**config.mk**
```make
export PLATFORM = sky130hd
export DESIGN_NAME = redmean_color_distance
export DESIGN_NICKNAME = d
export VERILOG_FILES = /design/src/rtl/rcd_pkg.sv /design/src/rtl/rcd_weight.sv /design/src/rtl/rcd_root_step.sv /design/src/rtl/rcd_root.sv /design/src/rtl/redmean_color_distance.sv
export VERILOG_INCLUDE_DIRS = /design/src /design/src/rtl
export SDC_FILE = /design/constraint.sdc
export NUM_CORES = 2
export LEC_CHECK = 0
export ABC_AREA = 1
export BUFFER_PORTS_ARGS = -buffer_cell sky130_fd_sc_hd__buf_2
export CORE_MARGIN = 3
export CORE_UTILIZATION = 30
export CTS_CLUSTER_DIAMETER = 80
export DETAILED_ROUTE_END_ITERATION = 8
export SYNTH_ARGS = -nofsm -noshare
export SYNTH_HDL_FRONTEND = slang
export SYNTH_SLANG_ARGS = --single-unit
export TNS_END_PERCENT = 5
```
**constraint.sdc**
```tcl
create_clock -name clock -period 18.8 [get_ports clock]
set_clock_uncertainty 0.05 [all_clocks]
set_input_delay 3.76 -clock clock [delete_from_list [all_inputs] [get_ports clock]]
set_output_delay 3.76 -clock clock [all_outputs]
set_load 0.01 [all_outputs]
```
**src/rtl/redmean_color_distance_defines.svh**
```systemverilog
// assertion macros shared by the rtl files
`ifndef REDMEAN_COLOR_DISTANCE_DEFINES_SVH
`define REDMEAN_COLOR_DISTANCE_DEFINES_SVH

`ifndef SYNTHESIS

// same-cycle check
`define RCD_ASSERT(label, clk, rst, ante, cons) \
   label: assert property (@(posedge clk) disable iff (rst) (ante) |-> (cons)) \
      else $error("assertion failed");

// next-cycle check
`define RCD_ASSERT_NXT(label, clk, rst, ante, cons) \
   label: assert property (@(posedge clk) disable iff (rst) (ante) |=> (cons)) \
      else $error("assertion failed");

`else

`define RCD_ASSERT(label, clk, rst, ante, cons)
`define RCD_ASSERT_NXT(label, clk, rst, ante, cons)

`endif

`endif

```
**src/rtl/rcd_pkg.sv**
```systemverilog
package rcd_pkg;

   localparam int CHAN_W     = 8;
   localparam int SUM_W      = CHAN_W + 1;
   localparam int SQ_W       = 2 * CHAN_W;
   localparam int WT_W       = 11;
   localparam int PROD_W     = WT_W + SQ_W;
   localparam int GREEN_SH   = 11;
   localparam int X_W        = 29;
   localparam int FRAC_SH    = 9;
   localparam int Y_W        = X_W - FRAC_SH;
   localparam int DIST_W     = 10;
   localparam int ROOT_STEPS = DIST_W;
   localparam int REM_W      = DIST_W + 3;
   localparam int REQ_DATA_W = 6 * CHAN_W;
   localparam int RSP_DATA_W = 16;

   localparam logic [WT_W-1:0]   RED_BASE  = 11'd1024;
   localparam logic [WT_W-1:0]   BLUE_BASE = 11'd1534;
   localparam logic [DIST_W-1:0] DIST_MAX  = 10'd764;

   typedef struct packed {
      logic [CHAN_W-1:0] blue;
      logic [CHAN_W-1:0] green;
      logic [CHAN_W-1:0] red;
   } color_type;

endpackage

```
**src/rtl/rcd_weight.sv**
```systemverilog
`include "redmean_color_distance_defines.svh"

module rcd_weight (
   input  logic                  clock,
   input  logic                  reset,
   input  logic                  en,
   input  logic                  in_valid,
   input  rcd_pkg::color_type    src,
   input  rcd_pkg::color_type    dst,
   output logic                  out_valid,
   output logic [rcd_pkg::X_W-1:0] out_x
);
   import rcd_pkg::*;

   // stage 1: channel differences and red sum
   logic              s1_valid_ff, s1_valid_in;
   logic [SUM_W-1:0]  s1_sum_ff, s1_sum_in;
   logic [CHAN_W-1:0] s1_dr_ff, s1_dr_in, s1_dg_ff, s1_dg_in, s1_db_ff, s1_db_in;
   // stage 2: squares
   logic              s2_valid_ff;
   logic [SUM_W-1:0]  s2_sum_ff;
   logic [SQ_W-1:0]   s2_sqr_ff, s2_sqr_in, s2_sqg_ff, s2_sqg_in, s2_sqb_ff, s2_sqb_in;
   // stage 3: weighted red and blue terms
   logic              s3_valid_ff;
   logic [SQ_W-1:0]   s3_sqg_ff;
   logic [PROD_W-1:0] s3_pr_ff, s3_pr_in, s3_pb_ff, s3_pb_in;
   logic [WT_W-1:0]   wt_red, wt_blue;
   // stage 4: weighted square sum
   logic              s4_valid_ff;
   logic [X_W-1:0]    s4_x_ff, s4_x_in;

   function automatic logic [CHAN_W-1:0] abs_diff(input logic [CHAN_W-1:0] a,
                                                  input logic [CHAN_W-1:0] b);
      abs_diff = (a >= b) ? (a - b) : (b - a);
   endfunction

   always_comb begin
      s1_valid_in = in_valid;
      s1_sum_in   = SUM_W'(src.red) + SUM_W'(dst.red);
      s1_dr_in    = abs_diff(src.red, dst.red);
      s1_dg_in    = abs_diff(src.green, dst.green);
      s1_db_in    = abs_diff(src.blue, dst.blue);

      s2_sqr_in = SQ_W'(s1_dr_ff) * SQ_W'(s1_dr_ff);
      s2_sqg_in = SQ_W'(s1_dg_ff) * SQ_W'(s1_dg_ff);
      s2_sqb_in = SQ_W'(s1_db_ff) * SQ_W'(s1_db_ff);

      wt_red   = RED_BASE + WT_W'(s2_sum_ff);
      wt_blue  = BLUE_BASE - WT_W'(s2_sum_ff);
      s3_pr_in = PROD_W'(wt_red) * PROD_W'(s2_sqr_ff);
      s3_pb_in = PROD_W'(wt_blue) * PROD_W'(s2_sqb_ff);

      s4_x_in = X_W'(s3_pr_ff) + X_W'({s3_sqg_ff, GREEN_SH'(0)}) + X_W'(s3_pb_ff);
   end

   always_ff @(posedge clock) begin
      if (reset) begin
         s1_valid_ff <= 1'b0;
         s2_valid_ff <= 1'b0;
         s3_valid_ff <= 1'b0;
         s4_valid_ff <= 1'b0;
      end else if (en) begin
         s1_valid_ff <= s1_valid_in;
         s2_valid_ff <= s1_valid_ff;
         s3_valid_ff <= s2_valid_ff;
         s4_valid_ff <= s3_valid_ff;
      end
   end

   always_ff @(posedge clock) begin
      if (en) begin
         s1_sum_ff <= s1_sum_in;
         s1_dr_ff  <= s1_dr_in;
         s1_dg_ff  <= s1_dg_in;
         s1_db_ff  <= s1_db_in;
         s2_sum_ff <= s1_sum_ff;
         s2_sqr_ff <= s2_sqr_in;
         s2_sqg_ff <= s2_sqg_in;
         s2_sqb_ff <= s2_sqb_in;
         s3_sqg_ff <= s2_sqg_ff;
         s3_pr_ff  <= s3_pr_in;
         s3_pb_ff  <= s3_pb_in;
         s4_x_ff   <= s4_x_in;
      end
   end

   assign out_valid = s4_valid_ff;
   assign out_x     = s4_x_ff;

   // equal channels give all-zero squares in the square stage
   `RCD_ASSERT_NXT(a_zero_diff_zero_sq, clock, reset,
      en && s1_valid_ff && s1_dr_ff == '0 && s1_dg_ff == '0 && s1_db_ff == '0,
      s2_sqr_ff == '0 && s2_sqg_ff == '0 && s2_sqb_ff == '0)

endmodule

```
**src/rtl/rcd_root_step.sv**
```systemverilog
module rcd_root_step (
   input  logic                     clock,
   input  logic                     reset,
   input  logic                     en,
   input  logic                     in_valid,
   input  logic [rcd_pkg::REM_W-1:0]  in_rem,
   input  logic [rcd_pkg::DIST_W-1:0] in_root,
   input  logic [rcd_pkg::Y_W-1:0]    in_rad,
   output logic                     out_valid,
   output logic [rcd_pkg::REM_W-1:0]  out_rem,
   output logic [rcd_pkg::DIST_W-1:0] out_root,
   output logic [rcd_pkg::Y_W-1:0]    out_rad
);
   import rcd_pkg::*;

   logic              valid_ff;
   logic [REM_W-1:0]  rem_ff, rem_in, rem_sh, trial;
   logic [DIST_W-1:0] root_ff, root_in;
   logic [Y_W-1:0]    rad_ff, rad_in;
   logic              take;

   // one root bit per step: bring down two radicand bits, try 4*root+1
   always_comb begin
      rem_sh  = {in_rem[REM_W-3:0], in_rad[Y_W-1 -: 2]};
      trial   = {1'b0, in_root, 2'b01};
      take    = (rem_sh >= trial);
      rem_in  = take ? (rem_sh - trial) : rem_sh;
      root_in = {in_root[DIST_W-2:0], take};
      rad_in  = {in_rad[Y_W-3:0], 2'b00};
   end

   always_ff @(posedge clock) begin
      if (reset) begin
         valid_ff <= 1'b0;
      end else if (en) begin
         valid_ff <= in_valid;
      end
   end

   always_ff @(posedge clock) begin
      if (en) begin
         rem_ff  <= rem_in;
         root_ff <= root_in;
         rad_ff  <= rad_in;
      end
   end

   assign out_valid = valid_ff;
   assign out_rem   = rem_ff;
   assign out_root  = root_ff;
   assign out_rad   = rad_ff;

endmodule

```
**src/rtl/rcd_root.sv**
```systemverilog
`include "redmean_color_distance_defines.svh"

module rcd_root (
   input  logic                     clock,
   input  logic                     reset,
   input  logic                     en,
   input  logic                     in_valid,
   input  logic [rcd_pkg::Y_W-1:0]    in_rad,
   output logic                     out_valid,
   output logic [rcd_pkg::DIST_W-1:0] out_root
);
   import rcd_pkg::*;

   logic              st_valid [0:ROOT_STEPS];
   logic [REM_W-1:0]  st_rem   [0:ROOT_STEPS];
   logic [DIST_W-1:0] st_root  [0:ROOT_STEPS];
   logic [Y_W-1:0]    st_rad   [0:ROOT_STEPS];

   assign st_valid[0] = in_valid;
   assign st_rem[0]   = '0;
   assign st_root[0]  = '0;
   assign st_rad[0]   = in_rad;

   for (genvar i = 0; i < ROOT_STEPS; i++) begin : g_step
      rcd_root_step u_step (
         .clock     (clock),
         .reset     (reset),
         .en        (en),
         .in_valid  (st_valid[i]),
         .in_rem    (st_rem[i]),
         .in_root   (st_root[i]),
         .in_rad    (st_rad[i]),
         .out_valid (st_valid[i+1]),
         .out_rem   (st_rem[i+1]),
         .out_root  (st_root[i+1]),
         .out_rad   (st_rad[i+1])
      );
   end

   assign out_valid = st_valid[ROOT_STEPS];
   assign out_root  = st_root[ROOT_STEPS];

   // square root invariant: leftover never exceeds twice the root
   `RCD_ASSERT(a_rem_bound, clock, reset, out_valid,
      st_rem[ROOT_STEPS] <= REM_W'({out_root, 1'b0}))

   // an item in the last step always reaches the output when the pipe moves
   `RCD_ASSERT_NXT(a_last_step_moves, clock, reset,
      en && st_valid[ROOT_STEPS-1], out_valid)

endmodule

```
**src/rtl/redmean_color_distance.sv**
```systemverilog
// channel | dir | fields (lsb first)                                            | bits
// req     | in  | src_red, src_green, src_blue, dst_red, dst_green, dst_blue (8 each) | 48
// rsp     | out | distance (10 bits), 6 zero pad bits                           | 16
//
// one request per cycle sustained while responses are taken; 14 register stages: 4 front-end stages
// (difference, square, weight, sum) and 10 square root stages, one root bit each
// rsp_tvalid is the valid bit of the last square root stage
// the whole pipe advances together: it moves when the output register is
// empty or taken, and req_tready follows that same enable
// synchronous active-high reset clears only the valid bits
`include "redmean_color_distance_defines.svh"

module redmean_color_distance (
   input  logic                          clock,
   input  logic                          reset,
   // src_red, src_green, src_blue, dst_red, dst_green, dst_blue
   input  logic [rcd_pkg::REQ_DATA_W-1:0] req_tdata,
   input  logic                          req_tvalid,
   output logic                          req_tready,
   // distance, zero pad
   output logic [rcd_pkg::RSP_DATA_W-1:0] rsp_tdata,
   output logic                          rsp_tvalid,
   input  logic                          rsp_tready
);
   import rcd_pkg::*;

   color_type         src, dst;
   logic              en;
   logic              acc_valid;
   logic              x_valid;
   logic [X_W-1:0]    x_sum;
   logic              root_valid;
   logic [DIST_W-1:0] distance;

   // unpack the request: three source channels, then three destination channels
   assign src.red   = req_tdata[0*CHAN_W +: CHAN_W];
   assign src.green = req_tdata[1*CHAN_W +: CHAN_W];
   assign src.blue  = req_tdata[2*CHAN_W +: CHAN_W];
   assign dst.red   = req_tdata[3*CHAN_W +: CHAN_W];
   assign dst.green = req_tdata[4*CHAN_W +: CHAN_W];
   assign dst.blue  = req_tdata[5*CHAN_W +: CHAN_W];

   // global pipe enable, output slot free or being drained
   assign en         = !root_valid || rsp_tready;
   assign req_tready = en;
   assign acc_valid  = req_tvalid;

   // weighted square sum, 512 times the squared distance
   rcd_weight u_weight (
      .clock     (clock),
      .reset     (reset),
      .en        (en),
      .in_valid  (acc_valid),
      .src       (src),
      .dst       (dst),
      .out_valid (x_valid),
      .out_x     (x_sum)
   );

   // dropping the low 9 bits keeps the floor exact: 512*n^2 <= x iff n^2 <= x/512
   rcd_root u_root (
      .clock     (clock),
      .reset     (reset),
      .en        (en),
      .in_valid  (x_valid),
      .in_rad    (x_sum[X_W-1:FRAC_SH]),
      .out_valid (root_valid),
      .out_root  (distance)
   );

   assign rsp_tvalid = root_valid;
   assign rsp_tdata  = {(RSP_DATA_W - DIST_W)'(0), distance};

   // largest possible redmean distance for 8-bit channels
   `RCD_ASSERT(a_dist_range, clock, reset, rsp_tvalid, distance <= DIST_MAX)

endmodule

```
### Word level (Yosys, flattened, before mapping)

Cells that the tools add are included.
Widths: inputs -> output; s select.

* logic and storage cells: 107
* bits of input ports: 52
* output and inout port bits: 18
* register bits: 439

* $mul: 5
* add/sub/neg operators: 20
* muxes and demuxes: 12
* order comparisons: 13
* reductions and logical operators: 2

Operators by type and width (count)
* $mux 11: 8
* $mul 11x16->27: 2
* $mul 8x8->16: 3
* $sub 8x8->8: 6
* $add 29x27->29: 1
* $add 27x27->28: 1
* $ge 8x8->1: 3
* $mux 8: 3
* $ge 13x10->1: 1
* $ge 13x11->1: 1
* $ge 13x3->1: 1
* $ge 13x4->1: 1
* $ge 13x5->1: 1
* $ge 13x6->1: 1
* $ge 13x7->1: 1
* $ge 13x8->1: 1
* $ge 13x9->1: 1
* $add 11x9->11 const A: 1
* $sub 11x10->11: 1
* $sub 11x3->11: 1
* $sub 11x4->11: 1
* $sub 11x5->11: 1
* $sub 11x6->11: 1
* $sub 11x7->11: 1
* other kinds (9): 9

### Longest topological paths before layout

* depth after elaboration: 2
* mapped depth: 31
* gate-level depth less buffers: 30

### Cells and area by module

From an unflattened synthesis, not the netlist that was laid out.

* cells, all modules: 5887
* area, all modules: 50369.6 um^2

By module, submodules not included
* rcd_weight: instances 1, cells an instance 3447, area an instance 27362.5 um^2, seq. area each 5575.3 um^2
* rcd_root_step: instances 10, cells an instance 243, area an instance 2294.7 um^2, seq. area each 1251.2 um^2
* redmean_color_distance: instances 1, cells an instance 9, area an instance 56.3 um^2, seq. area each 0.0 um^2
* rcd_root: instances 1, cells an instance 1, area an instance 3.8 um^2, seq. area each 0.0 um^2

### Least setup slack after synthesis

Ideal clock, no wire load.

* kind: input -> output
* from: in rsp_tready
* to: out req_tready
* stages on the path: 3
* setup slack: -0.241 ns
* arrival: 15.231 ns
* data required time: 14.990 ns
* path through: nor2_1 > inv_1 > clkbuf_1

* word-level cells in the longest chain between the ends: 1

RTL lines
* start: declaration: line redmean_color_distance.sv:23 `input logic rsp_tready`
* $logic_or 1x1->1: line redmean_color_distance.sv:44 `assign en = !root_valid || rsp_tready;`
* end: declaration: line redmean_color_distance.sv:19 `output logic req_tready,`

Every way passes these cells.

### Worst setup path after layout

Ends and elaborated chain as after synthesis.

==> flow_summary.toml <==
[worst_setup_path]
crit_required_ns = 14.99
cp_common_cell = "buf_2"
cpPeakStageDelay_ns = 0.45
crit_path_end_kind = "primary output"
cp-start-kind = "primary input"
worstPathCellList = "buf_2, nor2_1, buf_4, inv_8, buf_2"
path_buf_inv = 4
crit_type = "primary input to primary output"
critical_path_arrival_ns = 4.79
slowest_stage = "inv_8"
path_depth = 5
path_max_fanout = 103
cpLargestDelayFamily = "buffers and inverters"
ff2ff_path_depth = 22

[cts]
cts_buffers = 52
cts_tree = "done"
insertion_delay_ns = 0.66
htree_num_levels = 2
clk_pin_slew_worst_paths_ns = 0.06
root_buffer = "clkbuf_16"
cts_setup_buffers = 0
cts_buffer_depth = 3
cts_sinks = 423
holdBufCountCts = 0
cts_resized = 0

[floorplanning]
row_count = 131
die_y_um = 367
die_area_sq_um = 135000
core-area_sq_um = 129000
die_w_um = 367
start_util_pct = 30.5
io-pin-count = 70

[timing]
worst_slack_ns = 10.20
finalSetupTns_ns = 0
worst_pin_slew_ns = 1.04
fin_hold_ws_ns = 0.299
slew_violations = 0
finalHoldViolations = 0
final.period_utilization_pct = 45.8
min_period_ns = 8.60
grt_setup_unrepaired = "false"
fmax_mhz = 116
setup_viol = 0
maxSlewHeadroom_pct = 30.9

[routing]
viasPerCell = 4.42
ant_nets = 0
wl_per_cell_um = 12.8
routed_wl_um = 83600
first_pass_iters = 6
drc_errors = 0
drtIter0Drc = 1692
num_vias = 28900

[yosys]
yosysMostFrequentCell = "nand2_1"
synth_edf_count = 409
ys_async_sr_fraction_pct = 0
syn_area_sq_um = 39200
synth_area_leaders = "edfxtp_1, fa_1, nand2_1"
synth_top_area_cell = "edfxtp_1"
yosysTopAreaCellShare_pct = 31.3
synth_commonest_cells = "nand2_1, inv_1, edfxtp_1, ha_1, fa_1"
yosysSeqAreaShare_pct = 32.1
synth_seq_cells = 423
ys_types = 51
ys_warn_count = 0
syn_inst = 4734
avgSynthCellArea_sq_um = 8.28
synth_ff_type = "edfxtp_1"

[finish]
syn_to_final_growth_pct = 10.4
num_antenna_cells = 0
fin_area_sq_um = 43200
layout-drive-gt1-share_pct = 4.04
fin_nets = 5527

[grt]
grt_usage_pct = 12.4
grt_pass1_wl_um = 140000
grt_pass1_vias = 29100
overflow = 0
grt_max_degree = 185
antenna_found_initial = 0

[hold_path]
min_path_cells = 0
hold_class = "flip-flop to flip-flop"

[place]
port_buffers = 63
preCtsSetupSlack_ns = 10.13
place_hpwl_um = 67100
gp_congestion = 0.909
postPlaceCellArea_sq_um = 41400

[flow_run]
maxCapViolCount = 0

[status]
outcome = "complete, no violations"
==> sequential cells by signal, summed over array words and instances, names as in the netlist, 10 cells and up <==
register / flops
u_weight.s3_sqg_ff: 15
u_root.g_step.u_step.out_root: 55
u_root.g_step.u_step.out_valid: 10
u_root.g_step.u_step.out_rem: 90
u_root.g_step.u_step.out_rad: 90
u_weight.s2_sqb_ff: 15
u_weight.out_x: 20
u_weight.s3_pr_ff: 27
u_weight.s2_sqr_ff: 15
u_weight.s2_sqg_ff: 15
u_weight.s3_pb_ff: 27
==> final cells by class <==
cell class	count	area [sq um]
Timing Repair Buffer	68	365
Sequential cell	423	12600
Fill cell	13400	85400
Clock buffer	54	1310
Clock inverter	43	572
Tap cell	1729	2160
Multi-Input combinational cell	3188	22300
Inverter	1047	3940
==> cell families after synthesis <==
family                   after synthesis  synth area share (%)
AND/OR/NAND/NOR                     1985                  20.6
buffers and inverters               1143                  11.1
adder cells (fa/ha/maj)              695                  28.1
flip-flops                           423                  32.1
AO/OA/AOI/OAI                        325                  4.47
XOR/XNOR                             159                  3.57
other                                  2                0.0192
multiplexers                           2                0.0575
==> placed cells by master (no fill, tap or decap), types with 8 or more instances in the layout <==
cell	synthesis	routed
a21o_1	9	9
a21oi_1	187	187
and2_1	8	8
buf_2	16	63
bufinv_16	0	9
clkbuf_16	0	52
clkinv_1	0	8
conb_1	2	22
dfxtp_1	14	14
edfxtp_1	409	409
fa_1	309	309
ha_1	386	386
inv_1	1043	1042
inv_6	0	8
nand2_1	1364	1364
nand3_1	175	175
nand4_1	69	69
nor2_1	295	295
nor3_1	29	29
o21ai_0	88	88
o21bai_1	11	11
or2_2	14	14
xnor2_1	46	46
xor2_1	112	112
==> metrics by stage <==
stage,util (%),std cells
final,33.6,6552
after global routing,33.6,6552
after detailed placement,32.1,6455
after CTS,33.6,6552
after global placement,32.1,6455
after floorplan,-,4754
==> path summary, 6_finish.rpt <==
check	slack, ns	to	startpoint
worst min-delay path	0.30	u_root.g_step[4].u_step.out_rad[18]	u_root.g_step[3].u_step.out_rad[16]
worst max-delay path	10.20	req_tready	rsp_tready
worst min register to register	0.30	u_root.g_step[4].u_step.out_rad[18]	u_root.g_step[3].u_step.out_rad[16]
worst max register to register	12.04	u_weight.s3_pb_ff[21]	u_weight.s2_sum_ff[1]
==> routing by layer <==
metal | GRT usage, % | routed length (um) | vias to the layer above
li1 | - | - | 14700
met1 | 15.0 | 36400 | 13600
met2 | 22.8 | 42100 | 460
met3 | 1.64 | 2740 | 133
met4 | 3.53 | 2290 | 0
met5 | 0 | 0 | -
==> worst register-to-register path: stages (launching register included) <==
cell,delay [ns]
edfxtp_1,0.77
ha_1,0.32
nand3_1,0.12
nand3b_4,0.23
nor2_1,0.13
nand2_1,0.36
nand2_2,0.39
inv_2,0.14
nor2_1,0.14
fa_1,0.45
fa_1,0.52
fa_1,0.51
fa_1,0.54
inv_1,0.05
fa_1,0.53
inv_1,0.04
ha_1,0.38
nand2_1,0.10
nor2_1,0.26
and2_1,0.19
nand4_1,0.10
nand4_1,0.13
nand2_1,0.07
Power is left out: the tool's default activity adds up to more than one toggle a clock period on the data nets, which glitch-free logic cannot reach.
